==> config.mk <==
export PLATFORM = sky130hd
export DESIGN_NAME = degree_day_season_window_flat
export DESIGN_NICKNAME = d
export VERILOG_FILES = /design/src/sv/ddsw_pkg.sv /design/src/sv/ddsw_if.sv /design/src/sv/ddsw_cfg_regs.sv /design/src/sv/ddsw_season_core.sv /design/src/sv/degree_day_season_window.sv /design/src/flat_wrapper.sv
export SDC_FILE = /design/constraint.sdc
export NUM_CORES = 1
export LEC_CHECK = 0
export ABC_AREA = 1
export BUFFER_PORTS_ARGS = -buffer_cell sky130_fd_sc_hd__buf_4
export CORE_MARGIN = 5
export CORE_UTILIZATION = 33
export DETAILED_ROUTE_END_ITERATION = 8
export PLACE_DENSITY = 0.53
export SLEW_MARGIN = 20
export SYNTH_ARGS = -nofsm -noshare
export SYNTH_HDL_FRONTEND = slang
export SYNTH_SLANG_ARGS = --single-unit
==> constraint.sdc <==
create_clock -name clk -period 10.8 [get_ports clk]
set_clock_uncertainty 0.05 [all_clocks]
set_input_delay 0.54 -clock clk [delete_from_list [all_inputs] [get_ports clk]]
set_output_delay 0.54 -clock clk [all_outputs]
set_load 0.05 [all_outputs]
==> src/sv/ddsw_pkg.sv <==
`timescale 1ns / 1ps

package ddsw_pkg;

  // field widths
  localparam int unsigned TEMP_W = 15;
  localparam int unsigned CAP_W  = 14;
  localparam int unsigned ACC_W  = 21;
  localparam int unsigned DAY_W  = 9;

  localparam logic [DAY_W-1:0] DAY_MAX = '1;
  localparam logic [ACC_W-1:0] ACC_MAX = '1;

  localparam int unsigned DAYS_PER_YEAR_DEF = 365;

  // configuration port
  localparam int unsigned CFG_IDX_W  = 3;
  localparam int unsigned CFG_DATA_W = ACC_W;

  localparam logic [CFG_IDX_W-1:0] REG_HATCH_BASE       = 3'd0;
  localparam logic [CFG_IDX_W-1:0] REG_HATCH_CAP        = 3'd1;
  localparam logic [CFG_IDX_W-1:0] REG_HATCH_THRESHOLD  = 3'd2;
  localparam logic [CFG_IDX_W-1:0] REG_PUPATE_BASE      = 3'd3;
  localparam logic [CFG_IDX_W-1:0] REG_PUPATE_CAP       = 3'd4;
  localparam logic [CFG_IDX_W-1:0] REG_PUPATE_THRESHOLD = 3'd5;

  // register reset values, hundredths of a degree
  localparam logic [TEMP_W-1:0] HATCH_BASE_RST       = 15'd300;
  localparam logic [CAP_W-1:0]  HATCH_CAP_RST        = 14'd3700;
  localparam logic [ACC_W-1:0]  HATCH_THRESHOLD_RST  = 21'd31700;
  localparam logic [TEMP_W-1:0] PUPATE_BASE_RST      = 15'd765;
  localparam logic [CAP_W-1:0]  PUPATE_CAP_RST       = 14'd3335;
  localparam logic [ACC_W-1:0]  PUPATE_THRESHOLD_RST = 21'd58650;

  typedef enum logic [1:0] {
    PH_HATCH  = 2'd0,
    PH_PUPATE = 2'd1,
    PH_DONE   = 2'd2
  } phase_t;

  // bases are two's complement bit patterns
  typedef struct packed {
    logic [TEMP_W-1:0] hatch_base;
    logic [CAP_W-1:0]  hatch_cap;
    logic [ACC_W-1:0]  hatch_threshold;
    logic [TEMP_W-1:0] pupate_base;
    logic [CAP_W-1:0]  pupate_cap;
    logic [ACC_W-1:0]  pupate_threshold;
  } cfg_t;

  typedef struct packed {
    logic [DAY_W-1:0] hatch_day;
    logic [DAY_W-1:0] pupate_day;
    logic [DAY_W-1:0] active_days;
    logic             hatched;
    logic             pupated;
  } res_t;

endpackage

==> src/sv/ddsw_if.sv <==
`timescale 1ns / 1ps

interface ddsw_in_if;
  logic                                valid;
  logic                                ready;
  logic signed [ddsw_pkg::TEMP_W-1:0]  temperature;
  logic                                year_end;

  modport source (output valid, output temperature, output year_end, input ready);
  modport sink (input valid, input temperature, input year_end, output ready);
endinterface

interface ddsw_out_if;
  logic                        valid;
  logic                        ready;
  logic [ddsw_pkg::DAY_W-1:0]  hatch_day;
  logic [ddsw_pkg::DAY_W-1:0]  pupate_day;
  logic [ddsw_pkg::DAY_W-1:0]  active_days;
  logic                        hatched;
  logic                        pupated;

  modport source (
    output valid, output hatch_day, output pupate_day, output active_days,
    output hatched, output pupated, input ready
  );
  modport sink (
    input valid, input hatch_day, input pupate_day, input active_days,
    input hatched, input pupated, output ready
  );
endinterface

==> src/sv/ddsw_cfg_regs.sv <==
`timescale 1ns / 1ps

module ddsw_cfg_regs (
  input  logic                                clk,
  input  logic                                rst_n,
  input  logic                                cfg_we,
  input  logic [ddsw_pkg::CFG_IDX_W-1:0]      cfg_index,
  input  logic [ddsw_pkg::CFG_DATA_W-1:0]     cfg_wdata,
  output ddsw_pkg::cfg_t                      cfg
);

  ddsw_pkg::cfg_t cfg_r;
  ddsw_pkg::cfg_t cfg_nxt;

  always_comb begin
    cfg_nxt = cfg_r;
    if (cfg_we) begin
      case (cfg_index)
        ddsw_pkg::REG_HATCH_BASE:
          cfg_nxt.hatch_base = cfg_wdata[ddsw_pkg::TEMP_W-1:0];
        ddsw_pkg::REG_HATCH_CAP:
          cfg_nxt.hatch_cap = cfg_wdata[ddsw_pkg::CAP_W-1:0];
        ddsw_pkg::REG_HATCH_THRESHOLD:
          cfg_nxt.hatch_threshold = cfg_wdata[ddsw_pkg::ACC_W-1:0];
        ddsw_pkg::REG_PUPATE_BASE:
          cfg_nxt.pupate_base = cfg_wdata[ddsw_pkg::TEMP_W-1:0];
        ddsw_pkg::REG_PUPATE_CAP:
          cfg_nxt.pupate_cap = cfg_wdata[ddsw_pkg::CAP_W-1:0];
        ddsw_pkg::REG_PUPATE_THRESHOLD:
          cfg_nxt.pupate_threshold = cfg_wdata[ddsw_pkg::ACC_W-1:0];
        default: ; // unmapped index, write dropped
      endcase
    end
  end

  always_ff @(posedge clk) begin
    if (!rst_n) begin
      cfg_r.hatch_base       <= ddsw_pkg::HATCH_BASE_RST;
      cfg_r.hatch_cap        <= ddsw_pkg::HATCH_CAP_RST;
      cfg_r.hatch_threshold  <= ddsw_pkg::HATCH_THRESHOLD_RST;
      cfg_r.pupate_base      <= ddsw_pkg::PUPATE_BASE_RST;
      cfg_r.pupate_cap       <= ddsw_pkg::PUPATE_CAP_RST;
      cfg_r.pupate_threshold <= ddsw_pkg::PUPATE_THRESHOLD_RST;
    end else begin
      cfg_r <= cfg_nxt;
    end
  end

  assign cfg = cfg_r;

endmodule

==> src/sv/ddsw_season_core.sv <==
`timescale 1ns / 1ps

module ddsw_season_core #(
  parameter int unsigned DAYS_PER_YEAR = ddsw_pkg::DAYS_PER_YEAR_DEF
) (
  input  logic                               clk,
  input  logic                               rst_n,
  input  ddsw_pkg::cfg_t                     cfg,
  input  logic                               step,
  input  logic [ddsw_pkg::TEMP_W-1:0]        temperature,
  input  logic                               year_end,
  output logic                               res_valid,
  output ddsw_pkg::res_t                     res
);

  localparam int unsigned TW = ddsw_pkg::TEMP_W;
  localparam int unsigned CW = ddsw_pkg::CAP_W;
  localparam int unsigned AW = ddsw_pkg::ACC_W;
  localparam int unsigned DW = ddsw_pkg::DAY_W;

  ddsw_pkg::phase_t phase_r, phase_nxt;
  logic [AW-1:0]    acc_r, acc_nxt;
  logic [DW-1:0]    day_r, day_nxt;
  logic [DW-1:0]    hatch_day_r, hatch_day_nxt;

  logic [DW-1:0]    day_inc;
  logic             last_day;
  logic             in_phase;
  logic [TW-1:0]    base;
  logic [CW-1:0]    cap;
  logic [AW-1:0]    thr;
  logic signed [TW:0] diff;
  logic [CW-1:0]    gain;
  logic [AW:0]      sum_wide;
  logic [AW-1:0]    sum_sat;
  logic             crossed;

  function automatic ddsw_pkg::res_t make_res(
    input logic [DW-1:0] hd,
    input logic [DW-1:0] pd,
    input logic          h,
    input logic          p
  );
    ddsw_pkg::res_t r;
    r.hatch_day   = hd;
    r.pupate_day  = pd;
    r.active_days = (pd >= hd) ? DW'(pd - hd) : '0;
    r.hatched     = h;
    r.pupated     = p;
    return r;
  endfunction

  // daily contribution: clamp(temp - base, 0, cap), then saturating add
  always_comb begin
    day_inc  = (day_r < ddsw_pkg::DAY_MAX) ? DW'(day_r + 1'b1) : day_r;
    last_day = year_end || (day_inc >= DW'(DAYS_PER_YEAR));
    in_phase = (phase_r == ddsw_pkg::PH_HATCH) || (phase_r == ddsw_pkg::PH_PUPATE);
    if (phase_r == ddsw_pkg::PH_HATCH) begin
      base = cfg.hatch_base;
      cap  = cfg.hatch_cap;
      thr  = cfg.hatch_threshold;
    end else begin
      base = cfg.pupate_base;
      cap  = cfg.pupate_cap;
      thr  = cfg.pupate_threshold;
    end
    diff = $signed({temperature[TW-1], temperature}) - $signed({base[TW-1], base});
    if (diff[TW]) begin
      gain = '0;
    end else if (diff[TW-1:0] > TW'(cap)) begin
      gain = cap;
    end else begin
      gain = diff[CW-1:0];
    end
    sum_wide = {1'b0, acc_r} + (AW+1)'(gain);
    sum_sat  = sum_wide[AW] ? ddsw_pkg::ACC_MAX : sum_wide[AW-1:0];
    crossed  = in_phase && (sum_sat > thr);
  end

  // phase sequencing and result
  always_comb begin
    phase_nxt     = phase_r;
    acc_nxt       = acc_r;
    day_nxt       = day_r;
    hatch_day_nxt = hatch_day_r;
    res_valid     = 1'b0;
    res           = make_res(day_inc, day_inc, 1'b0, 1'b0);
    if (step) begin
      day_nxt = day_inc;
      if (in_phase) begin
        acc_nxt = sum_sat;
      end
      if (crossed) begin
        acc_nxt = '0;
        case (phase_r)
          ddsw_pkg::PH_HATCH: begin
            hatch_day_nxt = day_inc;
            phase_nxt     = ddsw_pkg::PH_PUPATE;
          end
          default: begin
            res       = make_res(hatch_day_r, day_inc, 1'b1, 1'b1);
            res_valid = 1'b1;
            phase_nxt = ddsw_pkg::PH_DONE;
          end
        endcase
      end
      if (last_day) begin
        case (phase_nxt)
          ddsw_pkg::PH_HATCH: begin
            res       = make_res(day_inc, day_inc, 1'b0, 1'b0);
            res_valid = 1'b1;
          end
          ddsw_pkg::PH_PUPATE: begin
            res       = make_res(hatch_day_nxt, day_inc, 1'b1, 1'b0);
            res_valid = 1'b1;
          end
          default: ;
        endcase
        phase_nxt     = ddsw_pkg::PH_HATCH;
        acc_nxt       = '0;
        day_nxt       = '0;
        hatch_day_nxt = '0;
      end
    end
  end

  always_ff @(posedge clk) begin
    if (!rst_n) begin
      phase_r     <= ddsw_pkg::PH_HATCH;
      acc_r       <= '0;
      day_r       <= '0;
      hatch_day_r <= '0;
    end else begin
      phase_r     <= phase_nxt;
      acc_r       <= acc_nxt;
      day_r       <= day_nxt;
      hatch_day_r <= hatch_day_nxt;
    end
  end

`ifndef ASSERT_OFF
  // the year restarts before the day count reaches its length
  a_day_in_year: assert property (@(posedge clk) disable iff (!rst_n)
    {1'b0, day_r} < (DW+1)'(DAYS_PER_YEAR))
    else $error("day count reached year length without restart");

  // waiting for pupation implies a recorded hatch day
  a_hatch_recorded: assert property (@(posedge clk) disable iff (!rst_n)
    phase_r == ddsw_pkg::PH_PUPATE |-> hatch_day_r != '0)
    else $error("pupation phase without hatch day");

  // accumulator clears on every phase change
  a_acc_clear: assert property (@(posedge clk) disable iff (!rst_n)
    step && phase_r != phase_nxt |=> acc_r == '0)
    else $error("accumulator not cleared on phase change");
`endif

endmodule

==> src/sv/degree_day_season_window.sv <==
`timescale 1ns / 1ps

// degree-day season window
// in_ch carries one day per beat: signed temperature in hundredths of a
// degree and year_end, which marks the last day of the year. a day is also
// the last once the day count reaches DAYS_PER_YEAR.
// out_ch carries at most one result per year: hatch and pupation day
// offsets, the active days between them and the hatched/pupated flags.
// the result comes on the pupation day, or on the last day if pupation
// was not reached; other days give no beat.
// cfg_we/cfg_index/cfg_wdata write the six base/cap/threshold registers,
// one per clock; write them only while no day is in flight.
// a day taken into the input register is evaluated once the result register
// is free, and its result is then held in the result register.
// throughput: one day per cycle while out_ch is not stalled; the input register
// and the result register each hold one beat, evaluation is one clamp, add and
// compare. a stall on out_ch holds the result register, and in_ch keeps
// taking a beat only while the input register is empty.
// reset: registers take their default values, the year restarts and both
// channels are empty.
module degree_day_season_window #(
  parameter int unsigned DAYS_PER_YEAR = ddsw_pkg::DAYS_PER_YEAR_DEF
) (
  input  logic                             clk,
  input  logic                             rst_n,
  ddsw_in_if.sink                          in_ch,
  ddsw_out_if.source                       out_ch,
  input  logic                             cfg_we,
  input  logic [ddsw_pkg::CFG_IDX_W-1:0]   cfg_index,
  input  logic [ddsw_pkg::CFG_DATA_W-1:0]  cfg_wdata
);

  ddsw_pkg::cfg_t cfg;

  // input register
  logic                         in_valid_r, in_valid_nxt;
  logic [ddsw_pkg::TEMP_W-1:0]  temp_r;
  logic                         year_end_r;

  // result register
  logic                         out_valid_r, out_valid_nxt;
  ddsw_pkg::res_t               res_r;

  logic                         out_free;
  logic                         step;
  logic                         in_take;
  logic                         res_valid;
  ddsw_pkg::res_t               res;

  ddsw_cfg_regs u_cfg (
    .clk       (clk),
    .rst_n     (rst_n),
    .cfg_we    (cfg_we),
    .cfg_index (cfg_index),
    .cfg_wdata (cfg_wdata),
    .cfg       (cfg)
  );

  ddsw_season_core #(
    .DAYS_PER_YEAR (DAYS_PER_YEAR)
  ) u_core (
    .clk         (clk),
    .rst_n       (rst_n),
    .cfg         (cfg),
    .step        (step),
    .temperature (temp_r),
    .year_end    (year_end_r),
    .res_valid   (res_valid),
    .res         (res)
  );

  // result slot is free when empty or being taken this cycle
  assign out_free    = !out_valid_r || out_ch.ready;
  assign step        = in_valid_r && out_free;
  assign in_ch.ready = !in_valid_r || out_free;
  assign in_take     = in_ch.valid && in_ch.ready;

  always_comb begin
    in_valid_nxt = in_valid_r;
    if (in_take) begin
      in_valid_nxt = 1'b1;
    end else if (step) begin
      in_valid_nxt = 1'b0;
    end
    // a day without a result still empties the result slot it was given
    if (step) begin
      out_valid_nxt = res_valid;
    end else begin
      out_valid_nxt = out_valid_r && !out_ch.ready;
    end
  end

  always_ff @(posedge clk) begin
    if (!rst_n) begin
      in_valid_r  <= 1'b0;
      out_valid_r <= 1'b0;
    end else begin
      in_valid_r  <= in_valid_nxt;
      out_valid_r <= out_valid_nxt;
    end
  end

  // payload registers, no reset
  always_ff @(posedge clk) begin
    if (in_take) begin
      temp_r     <= in_ch.temperature;
      year_end_r <= in_ch.year_end;
    end
    if (step && res_valid) begin
      res_r <= res;
    end
  end

  assign out_ch.valid       = out_valid_r;
  assign out_ch.hatch_day   = res_r.hatch_day;
  assign out_ch.pupate_day  = res_r.pupate_day;
  assign out_ch.active_days = res_r.active_days;
  assign out_ch.hatched     = res_r.hatched;
  assign out_ch.pupated     = res_r.pupated;

`ifndef ASSERT_OFF
  // no pupation without hatch
  a_pupate_needs_hatch: assert property (@(posedge clk) disable iff (!rst_n)
    out_valid_r && !res_r.hatched |-> !res_r.pupated)
    else $error("pupated without hatch");

  // without hatch both offsets are the days seen
  a_no_hatch_days: assert property (@(posedge clk) disable iff (!rst_n)
    out_valid_r && !res_r.hatched |->
      res_r.hatch_day == res_r.pupate_day && res_r.active_days == '0)
    else $error("offsets differ without hatch");

  // active days span hatch to pupation
  a_active_span: assert property (@(posedge clk) disable iff (!rst_n)
    out_valid_r |-> res_r.pupate_day >= res_r.hatch_day &&
      res_r.active_days == ddsw_pkg::DAY_W'(res_r.pupate_day - res_r.hatch_day))
    else $error("active days inconsistent");
`endif

endmodule

==> src/flat_wrapper.sv <==
// flat-port wrapper written by rule: the top's interface ports become plain ports
module degree_day_season_window_flat 
#(
  parameter int unsigned DAYS_PER_YEAR = ddsw_pkg::DAYS_PER_YEAR_DEF
)
  (clk, rst_n, cfg_we, cfg_index, cfg_wdata, in_ch_valid, in_ch_temperature, in_ch_year_end, in_ch_ready, out_ch_valid, out_ch_hatch_day, out_ch_pupate_day, out_ch_active_days, out_ch_hatched, out_ch_pupated, out_ch_ready);
  ddsw_in_if in_ch_i ();
  ddsw_out_if out_ch_i ();
  input  logic clk;
  input  logic rst_n;
  input  logic cfg_we;
  input  logic [ddsw_pkg::CFG_IDX_W-1:0] cfg_index;
  input  logic [ddsw_pkg::CFG_DATA_W-1:0] cfg_wdata;
  input wire logic [$bits(in_ch_i.valid)-1:0] in_ch_valid;
  input wire logic [$bits(in_ch_i.temperature)-1:0] in_ch_temperature;
  input wire logic [$bits(in_ch_i.year_end)-1:0] in_ch_year_end;
  output wire logic [$bits(in_ch_i.ready)-1:0] in_ch_ready;
  output wire logic [$bits(out_ch_i.valid)-1:0] out_ch_valid;
  output wire logic [$bits(out_ch_i.hatch_day)-1:0] out_ch_hatch_day;
  output wire logic [$bits(out_ch_i.pupate_day)-1:0] out_ch_pupate_day;
  output wire logic [$bits(out_ch_i.active_days)-1:0] out_ch_active_days;
  output wire logic [$bits(out_ch_i.hatched)-1:0] out_ch_hatched;
  output wire logic [$bits(out_ch_i.pupated)-1:0] out_ch_pupated;
  input wire logic [$bits(out_ch_i.ready)-1:0] out_ch_ready;
  assign in_ch_i.valid = in_ch_valid;
  assign in_ch_i.temperature = in_ch_temperature;
  assign in_ch_i.year_end = in_ch_year_end;
  assign in_ch_ready = in_ch_i.ready;
  assign out_ch_valid = out_ch_i.valid;
  assign out_ch_hatch_day = out_ch_i.hatch_day;
  assign out_ch_pupate_day = out_ch_i.pupate_day;
  assign out_ch_active_days = out_ch_i.active_days;
  assign out_ch_hatched = out_ch_i.hatched;
  assign out_ch_pupated = out_ch_i.pupated;
  assign out_ch_i.ready = out_ch_ready;
  degree_day_season_window #(.DAYS_PER_YEAR(DAYS_PER_YEAR)) u_core (.clk(clk), .rst_n(rst_n), .in_ch(in_ch_i), .out_ch(out_ch_i), .cfg_we(cfg_we), .cfg_index(cfg_index), .cfg_wdata(cfg_wdata));
endmodule
==> summary by stage <==
Place
The placer's final routability congestion estimate is 0.956. The count of buffers added on input and output ports is 75. The pre-CTS setup slack is 0.842 ns. The detailed placer's ending HPWL is 25,200 um.

Layout
Compared with the post-synthesis result, the final layout area differs by 13.5%. In the layout the commonest cells are 401 x sky130_fd_sc_hd__nand2_1, 182 x sky130_fd_sc_hd__nor2_1, 162 x sky130_fd_sc_hd__nand3_1. Of the cells placed in the final design, the portion with a size suffix greater than 1 is 0.0955. The most common cell after layout, fill and taps aside is sky130_fd_sc_hd__nand2_1. Measured on the finished design, the core utilization comes to 0.376. The number of diodes added for antenna fixing is 0. The layout has 3,734 filler cells. In the final design database the tool counted 1,805 nets.

Logic synthesis
The average size of a mapped cell is 7.16 um2. Synthesis produced 1,632 cells. When the netlist entered floorplanning its net count stood at 1,764. The share of the Yosys chip area taken by registers is 0.360.

In this run, distinct cell masters in the synthesized netlist total 45. The area of the mapped netlist is 11,700 um2. Counting flops with a built-in enable in the synthesized netlist gives 45.

The synthesized flop and latch total is 188. The total number of yosys warnings is 0. In the synthesized netlist the async set-or-reset flop fraction comes to 0. The commonest register cell after synthesis is sky130_fd_sc_hd__dfxtp_1.

Worst setup path
Measured in cells, the most critical reg-to-reg path has a length of 55. The critical path's largest stage delay is 0.42 ns. The worst flop-to-flop path startpoint is u_core.u_core.phase_r[1]. The required time of the worst setup path is 11.06 ns. The startpoint-to-endpoint class of the critical path is reg -> reg. The most critical setup path has its endpoint at u_core.out_ch.active_days[6].

Among the stages of the critical path, the cell type that occurs most often is sky130_fd_sc_hd__nand2_1. In this run the critical register-to-register path is captured at u_core.out_ch.active_days[6]. The worst setup path is launched from a flop.

The worst setup path is captured at a flop. The worst endpoint data arrival time is 10.00 ns. Setup slack on the worst reg-to-reg path comes out at 1.06 ns. The largest individual stage delay along the critical path comes from the cell sky130_fd_sc_hd__fa_1. Along the worst path, the maximum fanout reaches 16. The launching instance or port of the critical path is u_core.u_core.phase_r[1].

Pwr
For this design the ratio of total power to cell area is 145 nW/um2. The reported net switching power is 0.654 mW. The internal cell power is 1.27 mW. Of the total power, the share spent switching nets is 0.340. The clock share of power is 0.351. The leakage power is 6.23 nW. IR analysis of the VDD net gives a maximum drop of 0.125 mV. The power share of the sequential group is 0.394. The share of total power dissipated in combinational logic is 0.255.

STA
The final count of hold timing violations is 0. Setup slack on the critical path of the routed design comes to 1.06 ns. Adding up every negative setup slack in the final design gives 0 ns. Subtracting the final worst setup slack from the clock period gives 9.74 ns.

The final number of setup-violating endpoints is 0. Headroom to the max-slew limit came out at 0.301. The maximum operating frequency is 103 MHz. For the pin with the worst max-slew slack, the measured transition is 1.04 ns. The final count of pins violating max slew is 0. Setup repair after global routing left no endpoint under its margin. In the finished design, the share of the clock period the worst path needs comes to 0.902.

Global routing
The initial antenna violation count came to 0. The via count of the first global-routing pass came to 10,300. The total congestion overflow after global routing is 0. Entering global routing, the biggest net connects 69 pins. The global-route wire length before repair is 54,600 um. For this run, the total global-route usage over all layers was measured as 0.175.

Clocking
After clock tree synthesis, the clock-pin slew on the worst setup and hold paths is 0.08 ns. The maximum buffer depth of the clock tree is 2. The tree is rooted in a sky130_fd_sc_hd__clkbuf_16. The number of setup buffers added after CTS is 0.

Counting every sink on the clock net gives 188. The clock insertion delay at the later pin of the skew report is 0.46 ns. The count of H-tree levels built during CTS is 4.

The number of buffers created by CTS is 17. The CTS tree is built.

Floorplanning
In this run the core area contains 69 standard-cell rows. The die area is 39,300 um2. The floorplan step defined a core boundary enclosing 35,300 um2. The initial core utilization is 0.331.

The horizontal die dimension is 198 um. The number of I/O pins is 76. In this run the vertical extent of the chip is 198 um.

Routing
The via-per-instance ratio is 5.02. The count of TritonRoute iterations in the first routing pass is 5. Summing over every cut layer, the via total after detailed routing is 10,800.

The first routing iteration left 851 violations. The post-detailed-route wirelength per cell is 16.0 um. The detailed-route DRC error count is 0. The routed design has 34,300 um of wire. The remaining antenna violation count is 0.

Min path
The min-delay analysis places its worst path in the category in -> reg.

Status
The run finished with clean final reports.

Job
The tool flagged a number of max-cap violations equal to 0.
final cells by class:
class                           instances  area [um2]  area share
Clock inverter                         13         165      0.0124
Tap cell                              461         577      0.0435
Inverter                              148         568      0.0428
Timing Repair Buffer                   88         661      0.0498
Multi-Input combinational cell       1230        6620       0.499
Clock buffer                           19         464      0.0350
Sequential cell                       188        4210       0.318
kinds of logic after synthesis:
family	after synthesis	share of synthesized area
DFF	188	0.360
buffers and inverters	214	0.0750
muxes	29	0.0248
and+or+nand+nor	821	0.301
AOI/OAI and AO/OA	260	0.118
adders and majority gates	87	0.0957
xor gates and xnor gates	33	0.0247
layer usage:
| layer | GRT usage | share of wire | vias up |
|---|---|---|---|
| met2 | 0.278 | 0.46 | 244 |
| met4 | 0.0576 | 0.021 | 0 |
| li1 | - | - | 5468 |
| met5 | 0 | 0 | - |
| met3 | 0.0250 | 0.045 | 47 |
| met1 | 0.244 | 0.48 | 5029 |
critical path: cells and delay by family (launching register included):
family                     cells  cell delay [ns]
buffers and inverters          5             0.91
xor gates and xnor gates       2             0.35
adders and majority gates      8             2.59
AOI/OAI and AO/OA              8             1.34
DFF                            1             0.38
and+or+nand+nor               32             3.95
power groups by stage:
stage | registers, mW | logic [mW] | clock network, mW
5_1_grt | 0.760 | 0.557 | 0.724
4_1_cts | 0.757 | 0.490 | 0.691
6_report | 0.757 | 0.490 | 0.675
3_5_place_dp | 0.773 | 0.488 | 0
2_1_floorplan | 0.777 | 0.353 | 0
3_3_place_gp | 0.773 | 0.485 | 0
synth_stat cells (2+ instances only):
cell type,n,share of area
sky130_fd_sc_hd__a211oi_1,10,0.0064
sky130_fd_sc_hd__a21boi_0,2,0.0013
sky130_fd_sc_hd__a21o_1,7,0.0045
sky130_fd_sc_hd__a21oi_1,108,0.046
sky130_fd_sc_hd__a21oi_2,2,0.0015
sky130_fd_sc_hd__and2_1,2,0.0011
sky130_fd_sc_hd__buf_1,6,0.0019
sky130_fd_sc_hd__buf_2,11,0.0047
sky130_fd_sc_hd__buf_4,2,0.0013
sky130_fd_sc_hd__buf_6,5,0.0048
sky130_fd_sc_hd__clkbuf_1,41,0.013
sky130_fd_sc_hd__clkinv_1,2,0.00064
sky130_fd_sc_hd__dfxtp_1,143,0.24
sky130_fd_sc_hd__edfxtp_1,45,0.12
sky130_fd_sc_hd__fa_1,4,0.0069
sky130_fd_sc_hd__ha_1,83,0.089
sky130_fd_sc_hd__inv_1,144,0.046
sky130_fd_sc_hd__mux2i_1,29,0.025
sky130_fd_sc_hd__nand2_1,402,0.13
sky130_fd_sc_hd__nand2_2,7,0.0037
sky130_fd_sc_hd__nand3_1,162,0.069
sky130_fd_sc_hd__nand3_2,3,0.0026
sky130_fd_sc_hd__nand3b_1,17,0.011
sky130_fd_sc_hd__nand4_1,11,0.0059
sky130_fd_sc_hd__nor2_1,183,0.059
sky130_fd_sc_hd__nor2_2,2,0.0011
sky130_fd_sc_hd__nor3_1,10,0.0043
sky130_fd_sc_hd__nor4_1,2,0.0011
sky130_fd_sc_hd__o21ai_0,122,0.052
sky130_fd_sc_hd__o21bai_1,4,0.0026
sky130_fd_sc_hd__o31ai_1,2,0.0013
sky130_fd_sc_hd__or2_2,15,0.0080
sky130_fd_sc_hd__xnor2_1,13,0.0097
sky130_fd_sc_hd__xor2_1,20,0.015
sequential cells by signal, summed over array words and instances (netlist names):
register and count:
u_core.out_ch.pupate_day 9, u_core.u_core.phase_r 2, u_core.out_ch.pupated 1, u_core.out_ch.hatched 1
u_core.out_ch.active_days 9, u_core.temp_r 15, u_core.u_core.acc_r 21, u_core.u_core.hatch_day_r 9
u_core.out_ch.hatch_day 9, u_core.out_ch.valid 1, u_core.u_cfg.cfg 100, u_core.u_core.day_r 9
u_core.year_end_r 1, u_core.in_valid_r 1
worst min path at each step:
stage | from | endpoint | slack (ns) | cells past startpoint
2_1_floorplan | u_core.u_cfg.cfg[73] | u_core.u_cfg.cfg[73] | 0.37 | 2
3_3_place_gp | u_core.u_cfg.cfg[80] | u_core.u_cfg.cfg[80] | 0.38 | 2
3_5_place_dp | u_core.u_cfg.cfg[82] | u_core.u_cfg.cfg[82] | 0.39 | 2
4_1_cts | in_ch_temperature[0] | u_core.temp_r[0] | 0.18 | 1
5_1_grt | in_ch_temperature[2] | u_core.temp_r[2] | 0.18 | 1
6_report | in_ch_temperature[3] | u_core.temp_r[3] | 0.21 | 1
timing repair:
item / CTS / global route
setup endpoints to repair: 0 / 9
gates resized for setup: 0 / 8
hold buffers: 0 / 0
through the flow:
stage,cell area [um2],std cells,power (mW),hold slack [ns]
after CTS,13200,2147,1.94,0.183
after detailed placement,12600,2115,1.26,0.386
after global routing,13300,2147,2.04,0.183
after global placement,12600,2115,1.26,0.380
final,13300,2147,1.92,0.206
after floorplan,11700,1632,1.13,0.371
No activity file was read; power rests on OpenSTA's default activity.
